**config.mk**
```make
export PLATFORM = sky130hd
export DESIGN_NAME = morse_code_keyer_unit
export DESIGN_NICKNAME = d
export VERILOG_FILES = /design/src/rtl/core/mck_pkg.sv /design/src/rtl/core/mck_front.sv /design/src/rtl/core/mck_queue.sv /design/src/rtl/core/mck_back.sv /design/src/rtl/core/morse_code_keyer_unit.sv
export VERILOG_INCLUDE_DIRS = /design/src /design/src/rtl/core
export SDC_FILE = /design/constraint.sdc
export NUM_CORES = 1
export LEC_CHECK = 0
export BUFFER_PORTS_ARGS = -buffer_cell sky130_fd_sc_hd__buf_2
export CAP_MARGIN = 10
export CORE_MARGIN = 2
export CORE_UTILIZATION = 59
export CTS_CLUSTER_SIZE = 16
export DETAILED_ROUTE_END_ITERATION = 7
export GPL_ROUTABILITY_DRIVEN = 0
export PLACE_DENSITY_LB_ADDON = 0.08
export SLEW_MARGIN = 5
export SYNTH_ARGS = -nofsm -noshare
export SYNTH_HDL_FRONTEND = slang
export SYNTH_SLANG_ARGS = --single-unit
```
**constraint.sdc**
```tcl
create_clock -name clock -period 3.2 [get_ports clock]
set_clock_uncertainty 0.1 [all_clocks]
set_input_delay 0.64 -clock clock [delete_from_list [all_inputs] [get_ports clock]]
set_output_delay 0.64 -clock clock [all_outputs]
set_load 0.02 [all_outputs]
```
**src/rtl/core/morse_code_keyer_unit_macros.svh**
```systemverilog
// ---------------------------------------------------------------------------
// Morse keyer assertion macros
// Shared helpers for the concurrent checks in the keyer RTL.
// ---------------------------------------------------------------------------
`ifndef MORSE_CODE_KEYER_UNIT_MACROS_SVH
`define MORSE_CODE_KEYER_UNIT_MACROS_SVH

// Checks that the consequent holds in the same cycle as the antecedent.
`define MCK_ASSERT_SAME(label, clk, rst, ante, cons, msg) \
   label: assert property (@(posedge clk) disable iff (rst) (ante) |-> (cons)) \
      else $error(msg);

// Checks that the consequent holds in the cycle after the antecedent.
`define MCK_ASSERT_NEXT(label, clk, rst, ante, cons, msg) \
   label: assert property (@(posedge clk) disable iff (rst) (ante) |=> (cons)) \
      else $error(msg);

`endif

```
**src/rtl/core/mck_pkg.sv**
```systemverilog
// ---------------------------------------------------------------------------
// Morse keyer package
// Shared types, constants and the letter code table of the keyer.
// ---------------------------------------------------------------------------
package mck_pkg;

   localparam logic [1:0] KIND_LETTER  = 2'd0;
   localparam logic [1:0] KIND_SPACE   = 2'd1;
   localparam logic [1:0] KIND_INVALID = 2'd2;

   localparam logic [7:0] CHAR_SPACE   = 8'h20;
   localparam logic [7:0] CHAR_UPPER_A = 8'h41;
   localparam logic [7:0] CHAR_UPPER_Z = 8'h5A;
   localparam logic [7:0] CHAR_LOWER_A = 8'h61;
   localparam logic [7:0] CHAR_LOWER_Z = 8'h7A;

   localparam logic [2:0] DOT_UNITS        = 3'd1;
   localparam logic [2:0] DASH_UNITS       = 3'd3;
   localparam logic [2:0] GAP_UNITS        = 3'd1;
   localparam logic [2:0] LETTER_END_UNITS = 3'd3;
   localparam logic [2:0] WORD_UNITS       = 3'd7;
   localparam logic [2:0] NO_UNITS         = 3'd0;

   localparam int QUEUE_DEPTH = 2;
   localparam int QPTR_W      = $clog2(QUEUE_DEPTH);
   localparam int QCNT_W      = $clog2(QUEUE_DEPTH + 1);

   // Bit e of pattern is set when element e of the letter is a dash.
   typedef struct packed {
      logic [2:0] len;
      logic [3:0] pattern;
   } code_type;

   typedef struct packed {
      logic [1:0] kind;
      code_type   code;
   } item_type;

   function automatic code_type letter_code(input logic [4:0] idx);
      code_type c;
      unique case (idx)
         5'd0:    c = '{len: 3'd2, pattern: 4'b0010};
         5'd1:    c = '{len: 3'd4, pattern: 4'b0001};
         5'd2:    c = '{len: 3'd4, pattern: 4'b0101};
         5'd3:    c = '{len: 3'd3, pattern: 4'b0001};
         5'd4:    c = '{len: 3'd1, pattern: 4'b0000};
         5'd5:    c = '{len: 3'd4, pattern: 4'b0100};
         5'd6:    c = '{len: 3'd3, pattern: 4'b0011};
         5'd7:    c = '{len: 3'd4, pattern: 4'b0000};
         5'd8:    c = '{len: 3'd2, pattern: 4'b0000};
         5'd9:    c = '{len: 3'd4, pattern: 4'b1110};
         5'd10:   c = '{len: 3'd3, pattern: 4'b0101};
         5'd11:   c = '{len: 3'd4, pattern: 4'b0010};
         5'd12:   c = '{len: 3'd2, pattern: 4'b0011};
         5'd13:   c = '{len: 3'd2, pattern: 4'b0001};
         5'd14:   c = '{len: 3'd3, pattern: 4'b0111};
         5'd15:   c = '{len: 3'd4, pattern: 4'b0110};
         5'd16:   c = '{len: 3'd4, pattern: 4'b1011};
         5'd17:   c = '{len: 3'd3, pattern: 4'b0010};
         5'd18:   c = '{len: 3'd3, pattern: 4'b0000};
         5'd19:   c = '{len: 3'd1, pattern: 4'b0001};
         5'd20:   c = '{len: 3'd3, pattern: 4'b0100};
         5'd21:   c = '{len: 3'd4, pattern: 4'b1000};
         5'd22:   c = '{len: 3'd3, pattern: 4'b0110};
         5'd23:   c = '{len: 3'd4, pattern: 4'b1001};
         5'd24:   c = '{len: 3'd4, pattern: 4'b1101};
         5'd25:   c = '{len: 3'd4, pattern: 4'b0011};
         default: c = '{len: 3'd1, pattern: 4'b0000};
      endcase
      return c;
   endfunction

endpackage

```
**src/rtl/core/mck_front.sv**
```systemverilog
// ---------------------------------------------------------------------------
// Morse keyer front end
// Accepts characters, classifies them and looks up the letter code.
// ---------------------------------------------------------------------------
module mck_front (
   input  logic              clock,
   input  logic              reset,
   input  logic              req_tvalid,
   output logic              req_tready,
   input  logic [7:0]        req_tdata,
   output logic              push_valid,
   input  logic              push_ready,
   output mck_pkg::item_type push_item
);

   logic              stage_valid_ff;
   logic              stage_valid_in;
   mck_pkg::item_type stage_item_ff;
   mck_pkg::item_type stage_item_in;
   logic              accept;

   assign req_tready = !stage_valid_ff || push_ready;
   assign accept     = req_tvalid && req_tready;
   assign push_valid = stage_valid_ff;
   assign push_item  = stage_item_ff;

   always_comb begin
      logic is_upper;
      logic is_lower;
      is_upper = (req_tdata >= mck_pkg::CHAR_UPPER_A) && (req_tdata <= mck_pkg::CHAR_UPPER_Z);
      is_lower = (req_tdata >= mck_pkg::CHAR_LOWER_A) && (req_tdata <= mck_pkg::CHAR_LOWER_Z);
      stage_item_in.code = mck_pkg::letter_code(req_tdata[4:0] - 5'd1);
      priority if (req_tdata == mck_pkg::CHAR_SPACE) begin
         stage_item_in.kind = mck_pkg::KIND_SPACE;
      end else if (is_upper || is_lower) begin
         stage_item_in.kind = mck_pkg::KIND_LETTER;
      end else begin
         stage_item_in.kind = mck_pkg::KIND_INVALID;
      end
   end

   always_comb begin
      if (accept) begin
         stage_valid_in = 1'b1;
      end else if (push_ready) begin
         stage_valid_in = 1'b0;
      end else begin
         stage_valid_in = stage_valid_ff;
      end
   end

   always_ff @(posedge clock) begin
      if (reset) begin
         stage_valid_ff <= 1'b0;
      end else begin
         stage_valid_ff <= stage_valid_in;
      end
   end

   always_ff @(posedge clock) begin
      if (accept) begin
         stage_item_ff <= stage_item_in;
      end
   end

endmodule

```
**src/rtl/core/mck_queue.sv**
```systemverilog
// ---------------------------------------------------------------------------
// Morse keyer item queue
// Short first-in first-out buffer between the front end and the sequencer.
// ---------------------------------------------------------------------------
module mck_queue (
   input  logic              clock,
   input  logic              reset,
   input  logic              push_valid,
   output logic              push_ready,
   input  mck_pkg::item_type push_item,
   output logic              pop_valid,
   input  logic              pop_ready,
   output mck_pkg::item_type pop_item
);

   mck_pkg::item_type          entries_ff [mck_pkg::QUEUE_DEPTH];
   logic [mck_pkg::QPTR_W-1:0] wr_ptr_ff;
   logic [mck_pkg::QPTR_W-1:0] wr_ptr_in;
   logic [mck_pkg::QPTR_W-1:0] rd_ptr_ff;
   logic [mck_pkg::QPTR_W-1:0] rd_ptr_in;
   logic [mck_pkg::QCNT_W-1:0] count_ff;
   logic [mck_pkg::QCNT_W-1:0] count_in;
   logic                       do_push;
   logic                       do_pop;

   localparam logic [mck_pkg::QPTR_W-1:0] LAST_PTR = mck_pkg::QPTR_W'(mck_pkg::QUEUE_DEPTH - 1);
   localparam logic [mck_pkg::QCNT_W-1:0] FULL_CNT = mck_pkg::QCNT_W'(mck_pkg::QUEUE_DEPTH);

   assign push_ready = (count_ff != FULL_CNT);
   assign pop_valid  = (count_ff != '0);
   assign pop_item   = entries_ff[rd_ptr_ff];
   assign do_push    = push_valid && push_ready;
   assign do_pop     = pop_valid && pop_ready;

   always_comb begin
      wr_ptr_in = wr_ptr_ff;
      rd_ptr_in = rd_ptr_ff;
      count_in  = count_ff;
      if (do_push) begin
         wr_ptr_in = (wr_ptr_ff == LAST_PTR) ? '0 : wr_ptr_ff + 1'b1;
      end
      if (do_pop) begin
         rd_ptr_in = (rd_ptr_ff == LAST_PTR) ? '0 : rd_ptr_ff + 1'b1;
      end
      if (do_push && !do_pop) begin
         count_in = count_ff + 1'b1;
      end else if (do_pop && !do_push) begin
         count_in = count_ff - 1'b1;
      end
   end

   always_ff @(posedge clock) begin
      if (reset) begin
         wr_ptr_ff <= '0;
         rd_ptr_ff <= '0;
         count_ff  <= '0;
      end else begin
         wr_ptr_ff <= wr_ptr_in;
         rd_ptr_ff <= rd_ptr_in;
         count_ff  <= count_in;
      end
   end

   always_ff @(posedge clock) begin
      if (do_push) begin
         entries_ff[wr_ptr_ff] <= push_item;
      end
   end

endmodule

```
**src/rtl/core/mck_back.sv**
```systemverilog
// ---------------------------------------------------------------------------
// Morse keyer sequencer
// Steps through the keying segments of one item and registers each result.
// ---------------------------------------------------------------------------
`include "morse_code_keyer_unit_macros.svh"

module mck_back (
   input  logic              clock,
   input  logic              reset,
   input  logic              pop_valid,
   output logic              pop_ready,
   input  mck_pkg::item_type pop_item,
   output logic              rsp_tvalid,
   input  logic              rsp_tready,
   output logic [7:0]        rsp_tdata,
   output logic              rsp_tuser,
   output logic              rsp_tlast
);

   mck_pkg::item_type cur_item_ff;
   logic              cur_valid_ff;
   logic              cur_valid_in;
   logic [3:0]        seg_ff;
   logic [3:0]        seg_in;
   logic              out_valid_ff;
   logic              out_valid_in;
   logic              out_level_ff;
   logic [2:0]        out_units_ff;
   logic              out_invalid_ff;
   logic              out_last_ff;
   logic              advance;
   logic              seg_level;
   logic [2:0]        seg_units;
   logic              seg_invalid;
   logic              seg_last;
   logic [3:0]        letter_end;

   assign letter_end = {cur_item_ff.code.len, 1'b0};
   assign advance    = cur_valid_ff && (!out_valid_ff || rsp_tready);
   assign pop_ready  = !cur_valid_ff || (advance && seg_last);

   always_comb begin
      seg_level   = 1'b0;
      seg_units   = mck_pkg::NO_UNITS;
      seg_invalid = 1'b0;
      seg_last    = 1'b1;
      unique case (cur_item_ff.kind)
         mck_pkg::KIND_LETTER: begin
            if (seg_ff == letter_end) begin
               seg_units = mck_pkg::LETTER_END_UNITS;
            end else if (!seg_ff[0]) begin
               seg_level = 1'b1;
               seg_units = cur_item_ff.code.pattern[seg_ff[2:1]] ? mck_pkg::DASH_UNITS
                                                                  : mck_pkg::DOT_UNITS;
               seg_last  = 1'b0;
            end else begin
               seg_units = mck_pkg::GAP_UNITS;
               seg_last  = 1'b0;
            end
         end
         mck_pkg::KIND_SPACE: begin
            if (seg_ff == 4'd0) begin
               seg_units = mck_pkg::WORD_UNITS;
               seg_last  = 1'b0;
            end else begin
               seg_units = mck_pkg::LETTER_END_UNITS;
            end
         end
         default: begin
            seg_invalid = 1'b1;
         end
      endcase
   end

   always_comb begin
      cur_valid_in = cur_valid_ff;
      seg_in       = seg_ff;
      if (pop_ready) begin
         cur_valid_in = pop_valid;
         seg_in       = 4'd0;
      end else if (advance) begin
         seg_in = seg_ff + 4'd1;
      end
      if (advance) begin
         out_valid_in = 1'b1;
      end else if (rsp_tready) begin
         out_valid_in = 1'b0;
      end else begin
         out_valid_in = out_valid_ff;
      end
   end

   always_ff @(posedge clock) begin
      if (reset) begin
         cur_valid_ff <= 1'b0;
         seg_ff       <= 4'd0;
         out_valid_ff <= 1'b0;
      end else begin
         cur_valid_ff <= cur_valid_in;
         seg_ff       <= seg_in;
         out_valid_ff <= out_valid_in;
      end
   end

   always_ff @(posedge clock) begin
      if (pop_ready && pop_valid) begin
         cur_item_ff <= pop_item;
      end
      if (advance) begin
         out_level_ff   <= seg_level;
         out_units_ff   <= seg_units;
         out_invalid_ff <= seg_invalid;
         out_last_ff    <= seg_last;
      end
   end

   assign rsp_tvalid = out_valid_ff;
   assign rsp_tdata  = {4'd0, out_units_ff, out_level_ff};
   assign rsp_tuser  = out_invalid_ff;
   assign rsp_tlast  = out_last_ff;

   `MCK_ASSERT_SAME(a_seg_in_range, clock, reset,
      cur_valid_ff && (cur_item_ff.kind == mck_pkg::KIND_LETTER), seg_ff <= letter_end,
      "Segment counter ran past the end of the letter.")
   `MCK_ASSERT_SAME(a_invalid_is_single, clock, reset,
      out_valid_ff && out_invalid_ff, out_last_ff && (out_units_ff == mck_pkg::NO_UNITS),
      "Invalid result is not a single zero-length segment.")
   `MCK_ASSERT_NEXT(a_finish_clears_seg, clock, reset,
      advance && seg_last, seg_ff == 4'd0,
      "Segment counter did not restart after the final segment.")

endmodule

```
**src/rtl/core/morse_code_keyer_unit.sv**
```systemverilog
// ---------------------------------------------------------------------------
// Morse code keyer unit
// Turns ASCII characters into International Morse keying segments.
// ---------------------------------------------------------------------------
// Each request carries one character; each response is one keying segment
// with its line level and length in time units, with tlast on the final
// segment of the character. A letter gives 2n+1 segments for n elements (up
// to nine), a space gives two and any other code gives one segment flagged
// invalid in tuser. The sequencer emits one segment per cycle while the
// receiver is ready, so a character holds the response channel for one to
// nine segments and that sets the sustained rate; requests are taken every
// cycle while the two-entry item queue has room, and each character passes
// the front stage, the queue and the current-item register to the output.
module morse_code_keyer_unit (
   input  logic       clock,
   input  logic       reset,
   input  logic       req_tvalid,
   output logic       req_tready,
   input  logic [7:0] req_tdata,  // [7:0] char_code
   output logic       rsp_tvalid,
   input  logic       rsp_tready,
   output logic [7:0] rsp_tdata,  // [0] level, [3:1] units, [7:4] zero
   output logic       rsp_tuser,  // [0] invalid
   output logic       rsp_tlast
);

   logic              push_valid;
   logic              push_ready;
   mck_pkg::item_type push_item;
   logic              pop_valid;
   logic              pop_ready;
   mck_pkg::item_type pop_item;

   mck_front u_front (
      .clock      (clock),
      .reset      (reset),
      .req_tvalid (req_tvalid),
      .req_tready (req_tready),
      .req_tdata  (req_tdata),
      .push_valid (push_valid),
      .push_ready (push_ready),
      .push_item  (push_item)
   );

   mck_queue u_queue (
      .clock      (clock),
      .reset      (reset),
      .push_valid (push_valid),
      .push_ready (push_ready),
      .push_item  (push_item),
      .pop_valid  (pop_valid),
      .pop_ready  (pop_ready),
      .pop_item   (pop_item)
   );

   mck_back u_back (
      .clock      (clock),
      .reset      (reset),
      .pop_valid  (pop_valid),
      .pop_ready  (pop_ready),
      .pop_item   (pop_item),
      .rsp_tvalid (rsp_tvalid),
      .rsp_tready (rsp_tready),
      .rsp_tdata  (rsp_tdata),
      .rsp_tuser  (rsp_tuser),
      .rsp_tlast  (rsp_tlast)
   );

endmodule

```
==> metrics.md, run 1 <==
| Metric | Value |
|---|---|
| Ys Warns | `0` |
| Mapped cell area | `0.00283 mm2` |
| Synth Register Bits | `53` |
| FFs w/ async S/R, synth | `0%` |
| H-tree levels | `2` |
| Final setup violation count | `0` |
| Worst-Margin Slew | `0.755 ns` |
| First-pass GRT wire length | `8380 um` |
| DR iter-0 viols | `approximately 130` |
| Avg Inst Size Synth | `11.6 um2` |
| Via-to-Cell Ratio | `5.93` |
| Number of diodes | `0` |
| Die area | `0.00537 mm2` |
| Max-Cap Viols | `0` |
| Global Route Usage Sum | `20.6%` |
| Status | `finished, final reports clean` |
| Commonest non-fill, non-tap cells in the layout | `edfxtp_1, buf_2, nor2_1` |
| Largest buffer count on any clock path | `2` |
| Power per cell area | `between 600 and 700 mW/mm2` |
| Most used DFF post-synth | `edfxtp_1` |
| Cell Area, Placed | `0.00293 mm2` |
| 1st-pass router iterations | `4` |
| Hold Violations, Final | `0` |
| Worst hold stages | `0` |
| FP Rows | `25` |
| Max Freq | `between 0.4 and 0.5 GHz` |
| Critical path peak fanout | `5` |
| Ports | `24` |
| Worst-Skew Late Latency | `~0.30 ns` |
| Area Growth Syn to Fin | `7.52%` |
| Routed vias | `roughly 1.9k` |
| Fin area | `0.00304 mm2` |
| CP endpoint kind | `register` |
| Fin nets | `282` |
| Worst endpoint data arrival time | `2.58 ns` |
| CTS buffer count | `5` |
| RSZ-0062 raised after global routing | `no` |
| Final ANT Viol Nets | `0` |
| Initial Utilization | `60.7%` |
| IO Port Bufs | `19` |
| Global route overflow | `0` |
| Initial antenna violation count | `0` |
| CP Class | `register to register` |
| CTS resizes | `0` |
| Cts hold-fix bufs | `0` |
| Hold WS | `0.345 ns` |
| DR WL/cell | `approximately 16 um` |
| Max rail drop VDD | `0.000401 V` |
| Final Max Slew Viols | `0` |
| Syn Inst Count | `244` |
| Post-CTS Setup Bufs | `0` |
| Leak | `1.11 nW` |
| Largest net degree at the start of global routing | `23` |
| Core ar. | `0.00466 mm2` |
| Post-synth cell types | `63` |
| Minimum clock period | `2.44 ns` |
| Relative slew slack | `49.5%` |
| Vias in the first global route | `1,773` |
| Most common cell after layout, fill and taps aside | `edfxtp_1` |
| DRC | `0` |
| Post-synthesis sequential area ratio | `52.3%` |
| Final core utilization | `roughly 65%` |
| Startpoint class of the critical path | `register` |
| Die Y | `73.3 um` |
| Final period util | `76.3%` |
| CTS Root Cell | `clkbuf_8` |
| CTS tree | `yes` |
| Detailed Place HPWL | `around 3600 um` |
| Die width | `between 70 and 80 um` |
| Layout cell share with drive strength beyond 1 | `17.6%` |
| Clock tree sinks | `53` |
| Worst min path class | `register to register` |
| CTS clock-pin slew for the worst setup and hold paths | `0.09 ns` |
| WP data required | `3.34 ns` |
| Post-Route WL | `about 5000 um` |
| Setup TNS | `0 ns` |
| Worst Reg2Reg Path Length in Cells | `9` |
| Post-synth EDFFs | `42` |
## synth_stat cells, types with 2 or more instances
library cell	instances	area, um2
dfxtp_1	11	220
o22a_1	2	17.5
mux2_2	9	101
nand3b_1	3	22.5
o221ai_1	2	17.5
nand3_1	3	15.0
nand2_1	15	56.3
ha_1	10	125
nand4_1	3	18.8
or3_1	3	18.8
nand2b_1	9	56.3
a21oi_1	10	50.1
xnor2_1	6	52.6
maj3_1	2	20.0
nor3_1	2	10.0
a32oi_1	3	26.3
a31oi_1	3	18.8
clkbuf_1	6	22.5
and3_1	3	18.8
and2_1	3	18.8
o21ai_1	6	30.0
nor2b_1	4	25.0
nor2_1	16	60.1
o21ai_0	4	20.0
buf_6	2	22.5
xor2_1	4	35.0
buf_2	3	15.0
edfxtp_1	42	1260
or2_1	2	12.5
o22ai_1	2	12.5
mux2_1	3	33.8
inv_1	10	37.5
mux2i_1	3	30.0
nor4_1	2	12.5
buf_4	5	37.5
## critical path, cell delays in order, from the launching register on
cell,delay (ns)
dfxtp_1,0.39
inv_1,0.12
ha_1,0.20
nor4bb_1,0.16
a221o_1,0.34
a21oi_1,0.17
inv_1,0.07
ha_1,0.33
or3_1,0.35
a21oi_1,0.14
## where the power goes
part	switching (W)	leakage, nW	internal, W	total (W)
Clock	0.000205	0.0518	0.000230	0.000435
Sequential	0.0000855	0.485	0.000934	0.00102
Combinational	0.000295	0.569	0.000212	0.000507
## path summary, 6_finish.rpt
path	startpoint	to	slack, ns
worst max-delay path	u_back.seg_ff[0]$_SDFFE_PP0P_	u_queue.count_ff[1]$_SDFFE_PP0P_	0.76
worst min-delay path	u_front.push_item[3]$_DFFE_PP_	u_queue.entries_ff[1][3]$_DFFE_PP_	0.34
worst max register to register	u_back.seg_ff[0]$_SDFFE_PP0P_	u_queue.count_ff[1]$_SDFFE_PP0P_	0.76
worst min register to register	u_front.push_item[3]$_DFFE_PP_	u_queue.entries_ff[1][3]$_DFFE_PP_	0.34
## registers in the layout, indices dropped and copies added, names as in the netlist
name,cells
u_queue.entries_ff,18
u_back.cur_item_ff,9
u_front.push_item,9
u_back.seg_ff,4
u_back.out_units_ff,3
u_queue.count_ff,2
u_back.cur_valid_ff,1
u_back.out_level_ff,1
u_back.rsp_tlast,1
u_back.rsp_tuser,1
u_back.rsp_tvalid,1
u_front.push_valid,1
u_queue.rd_ptr_ff,1
u_queue.wr_ptr_ff,1
## logic make-up (layout without fill, tap and decap cells)
| family | after synthesis | in the layout | synth area share, % |
|---|---|---|---|
| other cells | 1 | 4 | 0.132 |
| mux | 16 | 16 | 6.63 |
| flops | 53 | 53 | 52.3 |
| buf+inv | 27 | 41 | 4.91 |
| compound gates | 47 | 47 | 11.8 |
| xor+xnor | 12 | 12 | 4.24 |
| simple gates | 76 | 76 | 14.9 |
| fa+ha+maj | 12 | 12 | 5.13 |
## cell type report
class / instances / area (um2)
Sequential cell: 53 / 1480
Clock buffer: 5 / 68.8
Fill cell: 351 / 1620
Clock inverter: 3 / 41.3
Inverter: 10 / 37.5
Timing Repair Buffer: 23 / 125
Multi-Input combinational cell: 167 / 1220
Tap cell: 54 / 67.6
## per-stage QoR
step,setup slack (ns),total power [W],cells
global placement,0.523,0.00152,307
global route,0.562,0.00207,315
CTS,0.755,0.00198,315
floorplan,0.456,0.00141,247
finish,0.757,0.00196,315
detailed placement,0.457,0.00154,307
## per-layer routing
metal	up-vias	track usage, %	wire [um]
met2	55	35.7	2590
met1	877	25.1	2020
li1	926	-	-
met4	0	8.64	102
met5	-	0	0
met3	9	3.70	197
Power figures use the tool's default switching activity.
==> inputs of run 2 (changes only) <==
==> constraint.sdc (replaced) <==
create_clock -name clock -period 2.5 [get_ports clock]
set_clock_uncertainty 0.1 [all_clocks]
set_input_delay 0.5 -clock clock [delete_from_list [all_inputs] [get_ports clock]]
set_output_delay 0.5 -clock clock [all_outputs]
set_load 0.02 [all_outputs]
==> metrics.md, run 2 (synthesized netlist as in run 1, its figures left out) <==
| Metric | Value |
|---|---|
| Flip-flop and latch area | `0.00148 mm2` |
| Vias in the first global route | `1,809` |
| Worst min path class | `primary input to register` |
| CTS clock-pin slew for the worst setup and hold paths | `approximately 0.09 ns` |
| Critical path peak fanout | `4` |
| Ports | `24` |
| CP max-delay cell | `dfxtp_2` |
| Global route overflow | `0` |
| Max rail drop VDD | `0.000345 V` |
| Crit path largest cell delay | `0.35 ns` |
| FP Rows | `25` |
| Status | `finished, final reports clean` |
| Startpoint class of the critical path | `register` |
| Final core utilization | `67.8%` |
| Worst Setup Slack, final | `0.102 ns` |
| Largest buffer count on any clock path | `2` |
| Register share of total power | `52.0%` |
| Fin area | `0.00316 mm2` |
| Post-Route WL | `5370 um` |
| Global Route Usage Sum | `~22%` |
| Max-Cap Viols | `0` |
| Internal | `0.00174 W` |
| CP Class | `register to register` |
| Critical path's top delay family | `compound AO/OA/AOI/OAI gates` |
| Die width | `between 70 and 80 um` |
| Clock tree sinks | `53` |
| Routed vias | `1,957` |
| Most used cell, CP | `a21oi_2` |
| Final period util | `95.9%` |
| Via-to-Cell Ratio | `5.95` |
| Worst-Skew Late Latency | `about 0.3 ns` |
| Leak | `between 1 and 1.5 nW` |
| CP endpoint kind | `register` |
| Fillers | `344` |
| Initial Utilization | `60.7%` |
| Clk pwr share | `between 10% and 20%` |
| CP Buf/Inv Count | `3` |
| Core ar. | `0.00466 mm2` |
| Max FFs per register | `18` |
| Commonest non-fill, non-tap cells in the layout | `edfxtp_1, buf_2, buf_4` |
| Layout cell share with drive strength beyond 1 | `24.0%` |
| DR iter-0 viols | `about 120` |
| H-tree levels | `2` |
| Minimum clock period | `~2.4 ns` |
| Critical path cell sequence | `inv_1 -> ha_1 -> nor4bb_1 -> buf_4 -> a221o_1 -> a21oi_2 -> inv_2 -> ha_4 -> xor2_1 -> or3_4 -> a21oi_2` |
| CTS buffer count | `5` |
| Cell Area, Placed | `roughly 0.0030 mm2` |
| Area Growth Syn to Fin | `11.6%` |
| IO Port Bufs | `19` |
| Worst slack, placed | `around 0.085 ns` |
| Cts hold-fix bufs | `0` |
| Die Y | `73.3 um` |
| CTS Root Cell | `clkbuf_8` |
| 1st-pass router iterations | `4` |
| Placed cell count | `~320` |
| Setup TNS | `0 ns` |
| Non-Filler Instances | `329` |
| Power per cell area | `798 mW/mm2` |
| Largest net degree at the start of global routing | `23` |
| Initial antenna violation count | `0` |
| DR WL/cell | `16.3 um` |
| Hold Violations, Final | `0` |
| CTS tree | `yes` |
| Multi-input logic area | `between 0.001 and 0.0015 mm2` |
| Gate power share | `30.3%` |
| Fin nets | `296` |
| Worst endpoint data arrival time | `2.54 ns` |
| Most common cell after layout, fill and taps aside | `edfxtp_1` |
| Max Freq | `roughly 0.42 GHz` |
| Number of diodes | `0` |
| Final ANT Viol Nets | `0` |
| Sw Ratio | `between 30% and 40%` |
| Final Max Slew Viols | `0` |
| Net Sw Power | `0.000783 W` |
| Final setup violation count | `0` |
| DRC | `0` |
| WP data required | `between 2 and 3 ns` |
| Detailed Place HPWL | `3820 um` |
| Die area | `0.00537 mm2` |
| Largest reg by FF count | `u_queue.entries_ff` |
| First-pass GRT wire length | `8810 um` |
## run 2: area by class of cell
class	instances	area share, %
tap	54	2.14
timing repair buffer	37	7.29
clock buffer	6	2.30
multi-input combinational	167	39.8
inverter	10	1.19
clock inverter	2	0.317
sequential	53	46.9
## run 2: through the flow
stage | total power (W) | hold WS (ns)
finish | 0.00252 | 0.338
global route | 0.00266 | 0.341
CTS | 0.00247 | 0.333
detailed placement | 0.00203 | 0.331
global placement | 0.00200 | 0.323
floorplan | 0.00181 | 0.321
## run 2: worst paths after layout
| kind | from | to | slack, ns | cells past startpoint |
|---|---|---|---|---|
| worst max-delay path | u_back.seg_ff[0]$_SDFFE_PP0P_ | u_queue.count_ff[1]$_SDFFE_PP0P_ | 0.10 | 11 |
| worst min-delay path | req_tvalid | u_front.push_valid$_SDFFE_PP0P_ | 0.34 | 3 |
| worst max register to register | u_back.seg_ff[0]$_SDFFE_PP0P_ | u_queue.count_ff[1]$_SDFFE_PP0P_ | 0.10 | 11 |
| worst min register to register | u_front.push_item[7]$_SDFFCE_PN1P_ | u_queue.entries_ff[0][7]$_DFFE_PP_ | 0.35 | 0 |
## run 2: worst min-delay path, cell delays in order
cell     delay [ns]
buf_2          0.10
inv_1          0.04
a21oi_1        0.05
## run 2: repair_timing
| item | 4_1_cts | 5_1_grt |
|---|---|---|
| setup endpoints to repair | 0 | 1 |
| buffers inserted | 0 | 2 |
| gates resized for setup | 0 | 5 |
## run 2: power by group through the flow
stage / clock [W] / sequential (W) / combinational (W)
floorplan: 0 / 0.00131 / 0.000499
global placement: 0 / 0.00132 / 0.000684
detailed placement: 0 / 0.00133 / 0.000696
CTS: 0.000456 / 0.00131 / 0.000706
global route: 0.000487 / 0.00133 / 0.000842
finish: 0.000445 / 0.00131 / 0.000763
## run 2: layer usage
metal / vias up / part of all wire (%) / GRT usage [%]
li1: 961 / - / -
met1: 931 / 41 / 26.5
met2: 50 / 54 / 38.7
met3: 15 / 3.2 / 3.16
met4: 0 / 2.6 / 8.02
met5: - / 0 / 0
